**config.mk**
```make
export PLATFORM = sky130hd
export DESIGN_NAME = k_way_sorted_list_merger
export DESIGN_NICKNAME = d
export VERILOG_FILES = /design/src/hw/rtl/kwm_pkg.sv /design/src/hw/rtl/kwm_store.sv /design/src/hw/rtl/kwm_cfg.sv /design/src/hw/rtl/k_way_sorted_list_merger.sv
export SDC_FILE = /design/constraint.sdc
export NUM_CORES = 2
export LEC_CHECK = 0
export ABC_AREA = 1
export BUFFER_PORTS_ARGS = -buffer_cell sky130_fd_sc_hd__buf_4
export CAP_MARGIN = 30
export CELL_PAD_IN_SITES_DETAIL_PLACEMENT = 1
export CELL_PAD_IN_SITES_GLOBAL_PLACEMENT = 1
export CORE_ASPECT_RATIO = 0.8
export CORE_MARGIN = 8
export CORE_UTILIZATION = 55
export CTS_CLUSTER_SIZE = 16
export DETAILED_ROUTE_END_ITERATION = 8
export PLACE_DENSITY_LB_ADDON = 0.1
export SLEW_MARGIN = 15
export SYNTH_ARGS = -nofsm -noshare
export SYNTH_HDL_FRONTEND = slang
export SYNTH_HIERARCHICAL = 1
export SYNTH_SLANG_ARGS = --single-unit
```
**constraint.sdc**
```tcl
create_clock -name i_clk -period 7.4 [get_ports i_clk]
set_input_delay 0 -clock i_clk [delete_from_list [all_inputs] [get_ports i_clk]]
set_output_delay 0 -clock i_clk [all_outputs]
set_load 0.005 [all_outputs]
```
**src/hw/rtl/kwm_pkg.sv**
```systemverilog
// Package for the k-way sorted list merger.
// Holds shared widths, defaults, register indexes and the control state type.
// No dependencies.
`default_nettype none

package kwm_pkg;

    // Field widths of the item and result channels
    localparam int VALUE_W = 32;
    localparam int LIST_W  = 2;

    // Default sizing of the list stores
    localparam int DEF_LISTS      = 4;
    localparam int DEF_LIST_DEPTH = 16;

    // Longest merged run emitted for one set
    localparam int MAX_RESULTS = 64;

    // Configuration port
    localparam int          PADDR_W   = 3;
    localparam int          PDATA_W   = 32;
    localparam int          CFG_W     = 3;
    localparam logic [CFG_W-1:0] CFG_LISTS_RESET = 3'd4;
    localparam logic        REG_LISTS_IN_USE = 1'b0;

    // Control sequence: load items, scan list heads, settle pick, emit
    typedef enum logic [1:0] {
        ST_LOAD,
        ST_SCAN,
        ST_LAST,
        ST_EMIT
    } t_state;

endpackage

`default_nettype wire

```
**src/hw/rtl/kwm_store.sv**
```systemverilog
// Element store of the k-way merger: one write port, one read port.
// Read data is registered. Uses no package items.
`default_nettype none

module kwm_store #(
    parameter int ENTRIES = 64,
    parameter int ADDR_W  = 6,
    parameter int DATA_W  = 32
) (
    input  wire logic              i_clk,
    input  wire logic              i_we,
    input  wire logic [ADDR_W-1:0] i_waddr,
    input  wire logic [DATA_W-1:0] i_wdata,
    input  wire logic [ADDR_W-1:0] i_raddr,
    output logic      [DATA_W-1:0] o_rdata
);

    logic [DATA_W-1:0] mem [ENTRIES];

    always_ff @(posedge i_clk) begin
        if (i_we) begin
            mem[i_waddr] <= i_wdata;
        end
    end

    always_ff @(posedge i_clk) begin
        o_rdata <= mem[i_raddr];
    end

endmodule

`default_nettype wire

```
**src/hw/rtl/kwm_cfg.sv**
```systemverilog
// Configuration register block of the k-way merger (APB-style slave).
// Holds lists_in_use; depends on kwm_pkg for widths and register indexes.
`default_nettype none

module kwm_cfg (
    input  wire logic                        i_clk,
    input  wire logic                        i_rst_n,
    input  wire logic                        psel,
    input  wire logic                        penable,
    input  wire logic                        pwrite,
    input  wire logic [kwm_pkg::PADDR_W-1:0] paddr,
    input  wire logic [kwm_pkg::PDATA_W-1:0] pwdata,
    output logic      [kwm_pkg::PDATA_W-1:0] prdata,
    output logic                             pready,
    output logic      [kwm_pkg::CFG_W-1:0]   o_lists_in_use
);

    logic                      reg_idx;
    logic [kwm_pkg::CFG_W-1:0] r_lists;
    logic [kwm_pkg::CFG_W-1:0] n_lists;

    assign reg_idx = paddr[kwm_pkg::PADDR_W-1];
    assign pready  = 1'b1;

    always_comb begin
        n_lists = r_lists;
        if (psel && penable && pwrite && (reg_idx == kwm_pkg::REG_LISTS_IN_USE)) begin
            n_lists = pwdata[kwm_pkg::CFG_W-1:0];
        end
    end

    always_ff @(posedge i_clk) begin
        if (!i_rst_n) begin
            r_lists <= kwm_pkg::CFG_LISTS_RESET;
        end else begin
            r_lists <= n_lists;
        end
    end

    always_comb begin
        prdata = '0;
        if (reg_idx == kwm_pkg::REG_LISTS_IN_USE) begin
            prdata = {{(kwm_pkg::PDATA_W-kwm_pkg::CFG_W){1'b0}}, r_lists};
        end
    end

    assign o_lists_in_use = r_lists;

endmodule

`default_nettype wire

```
**src/hw/rtl/k_way_sorted_list_merger.sv**
```systemverilog
// k-way sorted list merger: per-list element stores and a head-scan merge.
// Depends on kwm_pkg, kwm_store and kwm_cfg.
//
// Usage:
//   Input channel (i_in_valid / o_in_ready) carries one element per item,
//   tagged with its list number. Items load at one per cycle; each goes to
//   slot fill_count of its list in the element store. Elements for lists at
//   or above lists_in_use (0 acts as 1), or for a full list, are dropped and
//   set a sticky overflow flag. The end_of_set item is handled alike and
//   starts the merge unless the set is empty; o_in_ready stays low until the
//   merged run is fully handed to the output register.
//   Output channel (o_out_valid / i_out_ready) carries one merged element
//   per item, with its source list, a last-of-run mark and the overflow flag.
//   Merge steps: for every result, each list head is read in turn through
//   the single store read port, ST_LAST settles the last compare, and
//   ST_EMIT moves the pick into the output register.
//   Ties go to the lower list number; empty lists are skipped; at most
//   MAX_RESULTS elements are emitted per set.
//   A stalled receiver holds the output register; the pick then waits in
//   the emit step. The last result may sit in the output register while
//   the next set is already loading.
//   Reset clears fill counts, read positions, the overflow flag and all
//   control; the element store needs no clearing since only filled slots
//   are read. lists_in_use resets to 4 and is written through the APB port
//   at byte address 0.
`default_nettype none

module k_way_sorted_list_merger #(
    parameter int LISTS      = kwm_pkg::DEF_LISTS,
    parameter int LIST_DEPTH = kwm_pkg::DEF_LIST_DEPTH
) (
    input  wire logic                               i_clk,
    input  wire logic                               i_rst_n,
    // item input
    input  wire logic                               i_in_valid,
    output logic                                    o_in_ready,
    input  wire logic        [kwm_pkg::LIST_W-1:0]  i_list_number,
    input  wire logic signed [kwm_pkg::VALUE_W-1:0] i_element_value,
    input  wire logic                               i_end_of_set,
    // merged output
    output logic                                    o_out_valid,
    input  wire logic                               i_out_ready,
    output logic signed      [kwm_pkg::VALUE_W-1:0] o_merged_value,
    output logic             [kwm_pkg::LIST_W-1:0]  o_source_list,
    output logic                                    o_last_of_run,
    output logic                                    o_overflow_seen,
    // configuration
    input  wire logic                               psel,
    input  wire logic                               penable,
    input  wire logic                               pwrite,
    input  wire logic        [kwm_pkg::PADDR_W-1:0] paddr,
    input  wire logic        [kwm_pkg::PDATA_W-1:0] pwdata,
    output logic             [kwm_pkg::PDATA_W-1:0] prdata,
    output logic                                    pready
);

    localparam int ENTRIES = LISTS * LIST_DEPTH;
    localparam int ADDR_W  = $clog2(ENTRIES);
    localparam int LN_W    = $clog2(LISTS);
    localparam int CNT_W   = $clog2(LIST_DEPTH + 1);
    localparam int TOT_W   = $clog2(ENTRIES + 1);
    localparam int REM_W   = $clog2(kwm_pkg::MAX_RESULTS + 1);
    localparam int VW      = kwm_pkg::VALUE_W;

    // ---------------------------------------------------------------------
    // Configuration
    // ---------------------------------------------------------------------
    logic [kwm_pkg::CFG_W-1:0] lists_in_use;

    kwm_cfg u_cfg (
        .i_clk          (i_clk),
        .i_rst_n        (i_rst_n),
        .psel           (psel),
        .penable        (penable),
        .pwrite         (pwrite),
        .paddr          (paddr),
        .pwdata         (pwdata),
        .prdata         (prdata),
        .pready         (pready),
        .o_lists_in_use (lists_in_use)
    );

    // ---------------------------------------------------------------------
    // State
    // ---------------------------------------------------------------------
    kwm_pkg::t_state r_state, n_state;

    logic [CNT_W-1:0]  r_fill [LISTS];
    logic [CNT_W-1:0]  n_fill [LISTS];
    logic [CNT_W-1:0]  r_pos  [LISTS];
    logic [CNT_W-1:0]  n_pos  [LISTS];
    logic              r_drop, n_drop;
    logic [TOT_W-1:0]  r_total, n_total;
    logic [REM_W-1:0]  r_remain, n_remain;

    // head scan: issue stage
    logic [LN_W-1:0]   r_k, n_k;
    logic [ADDR_W-1:0] r_base, n_base;
    // head scan: compare stage (store data arrives in the cycle after issue)
    logic              r_pend_v, n_pend_v;
    logic              r_pend_cand, n_pend_cand;
    logic [LN_W-1:0]   r_pend_idx, n_pend_idx;
    // running pick
    logic              r_found, n_found;
    logic [LN_W-1:0]   r_best, n_best;
    logic signed [VW-1:0] r_best_val, n_best_val;

    // output register
    logic              r_out_v, n_out_v;
    logic signed [VW-1:0] r_out_val, n_out_val;
    logic [kwm_pkg::LIST_W-1:0] r_out_src, n_out_src;
    logic              r_out_last, n_out_last;
    logic              r_out_ovf, n_out_ovf;

    // ---------------------------------------------------------------------
    // Element store
    // ---------------------------------------------------------------------
    logic                 mem_we;
    logic [ADDR_W-1:0]    mem_waddr;
    logic [ADDR_W-1:0]    mem_raddr;
    logic [VW-1:0]        mem_rdata;
    logic signed [VW-1:0] head_val;

    kwm_store #(
        .ENTRIES (ENTRIES),
        .ADDR_W  (ADDR_W),
        .DATA_W  (VW)
    ) u_store (
        .i_clk   (i_clk),
        .i_we    (mem_we),
        .i_waddr (mem_waddr),
        .i_wdata (i_element_value),
        .i_raddr (mem_raddr),
        .o_rdata (mem_rdata)
    );

    assign head_val = $signed(mem_rdata);

    // Read the head of the list under scan
    assign mem_raddr = r_base + ADDR_W'(r_pos[r_k]);

    // ---------------------------------------------------------------------
    // Load decode
    // ---------------------------------------------------------------------
    int              cfg_lists;
    int              eff_lists;
    logic [LN_W-1:0] ln_idx;
    logic [LN_W-1:0] sel_idx;
    logic [CNT_W-1:0] fill_sel;
    logic            in_use;
    logic            load_ok;
    logic            in_accept;
    logic [TOT_W-1:0] tot_after;
    logic            emit_go;

    always_comb begin
        cfg_lists = int'(lists_in_use);
        if (cfg_lists < 1) begin
            eff_lists = 1;
        end else if (cfg_lists > LISTS) begin
            eff_lists = LISTS;
        end else begin
            eff_lists = cfg_lists;
        end
    end

    assign ln_idx    = LN_W'(i_list_number);
    assign sel_idx   = (r_state == kwm_pkg::ST_LOAD) ? ln_idx : r_k;
    assign fill_sel  = r_fill[sel_idx];
    assign in_use    = int'(i_list_number) < eff_lists;
    assign load_ok   = in_use && (fill_sel < CNT_W'(LIST_DEPTH));
    assign o_in_ready = (r_state == kwm_pkg::ST_LOAD);
    assign in_accept = i_in_valid && o_in_ready;
    assign tot_after = load_ok ? (r_total + TOT_W'(1)) : r_total;

    assign mem_we    = in_accept && load_ok;
    assign mem_waddr = ADDR_W'(int'(ln_idx) * LIST_DEPTH + int'(fill_sel));

    assign emit_go   = (r_state == kwm_pkg::ST_EMIT) && (!r_out_v || i_out_ready);

    // ---------------------------------------------------------------------
    // Next state
    // ---------------------------------------------------------------------
    always_comb begin
        n_state     = r_state;
        n_fill      = r_fill;
        n_pos       = r_pos;
        n_drop      = r_drop;
        n_total     = r_total;
        n_remain    = r_remain;
        n_k         = r_k;
        n_base      = r_base;
        n_pend_v    = 1'b0;
        n_pend_cand = r_pend_cand;
        n_pend_idx  = r_pend_idx;
        n_found     = r_found;
        n_best      = r_best;
        n_best_val  = r_best_val;
        n_out_v     = r_out_v && !i_out_ready;
        n_out_val   = r_out_val;
        n_out_src   = r_out_src;
        n_out_last  = r_out_last;
        n_out_ovf   = r_out_ovf;

        // Compare stage: keep strictly smaller heads so ties stay on the lower list
        if (r_pend_v && r_pend_cand && (!r_found || (head_val < r_best_val))) begin
            n_found    = 1'b1;
            n_best     = r_pend_idx;
            n_best_val = head_val;
        end

        case (r_state)
            kwm_pkg::ST_LOAD: begin
                if (in_accept) begin
                    if (load_ok) begin
                        n_fill[ln_idx] = fill_sel + CNT_W'(1);
                        n_total        = tot_after;
                    end else begin
                        n_drop = 1'b1;
                    end
                    if (i_end_of_set) begin
                        if (tot_after == '0) begin
                            // Empty set: drop everything, no result
                            n_drop  = 1'b0;
                            n_total = '0;
                            for (int i = 0; i < LISTS; i++) begin
                                n_fill[i] = '0;
                                n_pos[i]  = '0;
                            end
                        end else begin
                            if (int'(tot_after) > kwm_pkg::MAX_RESULTS) begin
                                n_remain = REM_W'(kwm_pkg::MAX_RESULTS);
                            end else begin
                                n_remain = REM_W'(tot_after);
                            end
                            n_state = kwm_pkg::ST_SCAN;
                            n_k     = '0;
                            n_base  = '0;
                            n_found = 1'b0;
                        end
                    end
                end
            end
            kwm_pkg::ST_SCAN: begin
                // Issue the head read of list r_k
                n_pend_v    = 1'b1;
                n_pend_cand = r_pos[r_k] < fill_sel;
                n_pend_idx  = r_k;
                if (r_k == LN_W'(LISTS - 1)) begin
                    n_state = kwm_pkg::ST_LAST;
                end else begin
                    n_k    = r_k + LN_W'(1);
                    n_base = r_base + ADDR_W'(LIST_DEPTH);
                end
            end
            kwm_pkg::ST_LAST: begin
                n_state = kwm_pkg::ST_EMIT;
            end
            kwm_pkg::ST_EMIT: begin
                if (emit_go) begin
                    if (r_found) begin
                        n_out_v       = 1'b1;
                        n_out_val     = r_best_val;
                        n_out_src     = kwm_pkg::LIST_W'(r_best);
                        n_out_last    = (r_remain == REM_W'(1));
                        n_out_ovf     = r_drop;
                        n_pos[r_best] = r_pos[r_best] + CNT_W'(1);
                        n_remain      = r_remain - REM_W'(1);
                    end
                    if (!r_found || (r_remain == REM_W'(1))) begin
                        // Run done: clear the set for the next load
                        n_state  = kwm_pkg::ST_LOAD;
                        n_drop   = 1'b0;
                        n_total  = '0;
                        n_remain = '0;
                        for (int i = 0; i < LISTS; i++) begin
                            n_fill[i] = '0;
                            n_pos[i]  = '0;
                        end
                    end else begin
                        n_state = kwm_pkg::ST_SCAN;
                        n_k     = '0;
                        n_base  = '0;
                        n_found = 1'b0;
                    end
                end
            end
            default: begin
                n_state = kwm_pkg::ST_LOAD;
            end
        endcase
    end

    // ---------------------------------------------------------------------
    // Registers
    // ---------------------------------------------------------------------
    always_ff @(posedge i_clk) begin
        if (!i_rst_n) begin
            r_state  <= kwm_pkg::ST_LOAD;
            r_drop   <= 1'b0;
            r_total  <= '0;
            r_remain <= '0;
            r_k      <= '0;
            r_base   <= '0;
            r_pend_v <= 1'b0;
            r_found  <= 1'b0;
            r_out_v  <= 1'b0;
            for (int i = 0; i < LISTS; i++) begin
                r_fill[i] <= '0;
                r_pos[i]  <= '0;
            end
        end else begin
            r_state  <= n_state;
            r_drop   <= n_drop;
            r_total  <= n_total;
            r_remain <= n_remain;
            r_k      <= n_k;
            r_base   <= n_base;
            r_pend_v <= n_pend_v;
            r_found  <= n_found;
            r_out_v  <= n_out_v;
            r_fill   <= n_fill;
            r_pos    <= n_pos;
        end
    end

    // Payload registers: no reset
    always_ff @(posedge i_clk) begin
        r_pend_cand <= n_pend_cand;
        r_pend_idx  <= n_pend_idx;
        r_best      <= n_best;
        r_best_val  <= n_best_val;
        r_out_val   <= n_out_val;
        r_out_src   <= n_out_src;
        r_out_last  <= n_out_last;
        r_out_ovf   <= n_out_ovf;
    end

    assign o_out_valid     = r_out_v;
    assign o_merged_value  = r_out_val;
    assign o_source_list   = r_out_src;
    assign o_last_of_run   = r_out_last;
    assign o_overflow_seen = r_out_ovf;

    // ---------------------------------------------------------------------
    // Assertions
    // ---------------------------------------------------------------------
    a_remain_nonzero: assert property (@(posedge i_clk) disable iff (!i_rst_n)
        (r_state != kwm_pkg::ST_LOAD) |-> (r_remain != '0))
        else $error("merge running with no results left");

    a_pick_found: assert property (@(posedge i_clk) disable iff (!i_rst_n)
        (r_state == kwm_pkg::ST_EMIT) |-> r_found)
        else $error("emit step reached without a candidate head");

    a_run_clears: assert property (@(posedge i_clk) disable iff (!i_rst_n)
        (emit_go && (r_remain == REM_W'(1))) |=>
            ((r_state == kwm_pkg::ST_LOAD) && (r_total == '0) && !r_drop))
        else $error("set not cleared after last result");

endmodule

`default_nettype wire

```
==> flow_summary.ini <==
[cells_and_area]
fin_nets = 7830
fin_util_pct = 61.1
regArea_sq_um = 65700
final_cell_mix = nand2_1, edfxtp_1, nand3_1
final_common_cell = nand2_1
drive_gt1_share_pct = 7.74
area_growth_syn_to_layout_pct = 10.8
multiInputGateArea_sq_um = 22300
n_fill_cell = 16300

[sta]
rsz0062_at_grt = no
drv_slew = 0
skew_ps = 35.5
max_slew_margin_pct = 28.0
setup_tns_ps = 0
hold_slack_ps = 95.3
max_freq_mhz = 174
final.min_clock_period_ps = 5750
worst_slew_pin_slew_ps = 1080
final-hold-violation-count = 0
period_share_pct = 77.7
setup_viol = 0

[synthesis]
synth-async-reset-ratio_pct = 0
synth-seq-cells = 2220
avgSynthCellArea_sq_um = 11.7
ys_warn_count = 6
syn_area_sq_um = 90500
synth_edf_count = 2121
syn_inst = 7701
synth_ff_type = edfxtp_1
synth_cell_type_count = 43
synth_seq_area_share_pct = 72.6

[clocking]
numCtsBuffers = 210
cts.sinks = 2220
clock_latency_ps = 850
clockBufferDepth = 3
clk_pin_slew_ps = 60
cts_htree_levels = 4
root_buffer = clkbuf_16
cts_tree = built

[setup_path]
end_kind = register
critPathLaunchType = register
path_max_fanout = 23
critPathKind = reg -> reg
crit_arrival_ps = 6270
critPathRequiredTime_ps = 7920

[floorplan]
die_w_microns = 469
placementRows = 133
die_area_sq_um = 178000
start_util_pct = 55.2
ios = 148
core-area_sq_um = 164000
die_h_microns = 379

[drt]
finalWirelength_microns = 290000
drc = 0
num_vias = 63300
drt_iter0_markers = 7582
ant_nets = 0
dr.pass1.iters = 6
vias_per_cell = 6.29
avgRoutedWirePerCell_microns = 28.8

[placement]
hpwl_microns = 160000
port_buffers = 86
routabilityCongestion = 0.811

[grt]
grt_antenna_before_repair = 24
grt_usage_pct = 31.8
grtUsageMet2_pct = 50.8
grt_pass1_wl_microns = 424000
grt_busiest_layer = met2
gr-usage-met3_pct = 6.29
overflow = 0
grt_pass1_vias = 65500
grt_max_degree = 197
grtUsageMet1_pct = 44.3

[hold_path]
holdCritPathClass = in -> reg

[outcome]
status = complete, no violations

[power_and_ir_drop]
irDropWorstVdd_mv = 0.428
cellLeakagePower_nw = 35.5
power.density_nw_per_um2 = 426

[run]
drv_cap = 0
==> Yosys cell counts, types with 7 or more instances <==
cell type  number  area [sq um]
o2111ai_1      11          96.3
or2_2           7          43.8
nand2_2        10          62.6
buf_6          20           225
nand4_1        25           156
ha_1           49           613
a21oi_1        91           455
o21ai_0        31           155
nor3_1         15          75.1
nand3_1      1958          9800
buf_1          58           218
nand2_1      2459          9230
edfxtp_1     2121         63700
dfxtp_1        99          1980
inv_2          10          37.5
buf_2         255          1280
nor2_1        120           450
inv_1         131           492
buf_4          73           548
clkbuf_1       93           349
o22ai_1         8          50.1
xor2_1         13           114
==> routing by layer <==
metal / vias up / share of wire [%]
met5: - / 0.0045
met1: 32600 / 41
li1: 27200 / -
met4: 2 / 3.5
met2: 3032 / 46
met3: 509 / 9.5
==> sequential cells by signal (all words and copies together), names as in the netlist, 3 cells and up <==
name / cells
r_remain: 7
o_merged_value: 32
u_store/mem: 2048
r_fill: 20
r_pos: 20
r_best_val: 32
r_total: 7
u_cfg/o_lists_in_use: 3
u_store/o_rdata: 32
==> report_power, final <==
part	internal, mW	switching (mW)	leakage [nW]
sequential	14.4	0.285	19.9
combinational	4.21	13.5	12.5
clock	5.64	4.73	3.16
total	24.2	18.5	35.5
==> through the flow <==
stage / instances / area [sq um] / total power [mW] / setup WS, ps
after global placement: 9592 / 93000 / 31.3 / 1920
after global routing: 10000 / 100000 / 44.4 / 1460
after detailed placement: 9601 / 93200 / 32.0 / 1750
after CTS: 10000 / 100000 / 42.5 / 1710
final: 10100 / 100000 / 42.7 / 1650
after floorplan: 7729 / 90600 / 25.3 / 2650
==> area by class of cell <==
class / instances / share of cell area [%]
repair buffers: 262 / 2.51
multi-input cells: 4865 / 22.2
inverters: 145 / 0.579
diodes: 13 / 0.0325
flip-flops and latches: 2220 / 65.5
clock buffers: 281 / 5.65
well taps: 2160 / 2.70
clock inverters: 111 / 0.780
==> cell families (layout without fill, tap and decap cells) <==
group	count (synthesis)	in the layout	synth area share, %
AND/OR/NAND/NOR	4612	4612	22.1
flip-flops	2220	2220	72.6
buffers and inverters	644	799	3.50
AO/OA/AOI/OAI	157	157	0.977
adder cells (fa/ha/maj)	49	49	0.678
XOR/XNOR	16	16	0.155
other	3	44	0.0124
==> critical path, stage by stage (launching register included) <==
cell and delay (ps):
dfxtp_1 350, inv_1 140, ha_1 560, inv_1 90, nand2_1 170, nand2_2 240, nand2_1 130, nand3_1 90
nand2_2 270, inv_1 100, ha_1 210, xor2_1 590, inv_1 300, nor2_1 210, nand3_1 610, nor2_4 1010
buf_4 340
==> path summary, 6_finish.rpt <==
path / startpoint / end / slack [ps] / depth (start not counted)
max reg2reg: r_state[0]$_SDFFE_PN0P_ / u_store/mem[45][27]$_DFFE_PP_ / 1650 / 16
max: r_state[0]$_SDFFE_PN0P_ / u_store/mem[45][27]$_DFFE_PP_ / 1650 / 16
min reg2reg: r_pend_idx[1]$_DFFE_PP_ / r_best[1]$_DFFE_PP_ / 420 / 0
min: i_out_ready / o_out_valid$_SDFF_PN0_ / 100 / 5
==> what timing repair did <==
action / 4_1_cts / 5_1_grt
hold endpoints to repair: 2151 / 0
gates resized for setup: 0 / 0
buffers inserted: 0 / 0
hold buffers: 49 / 0
Power figures use the tool's default switching activity.
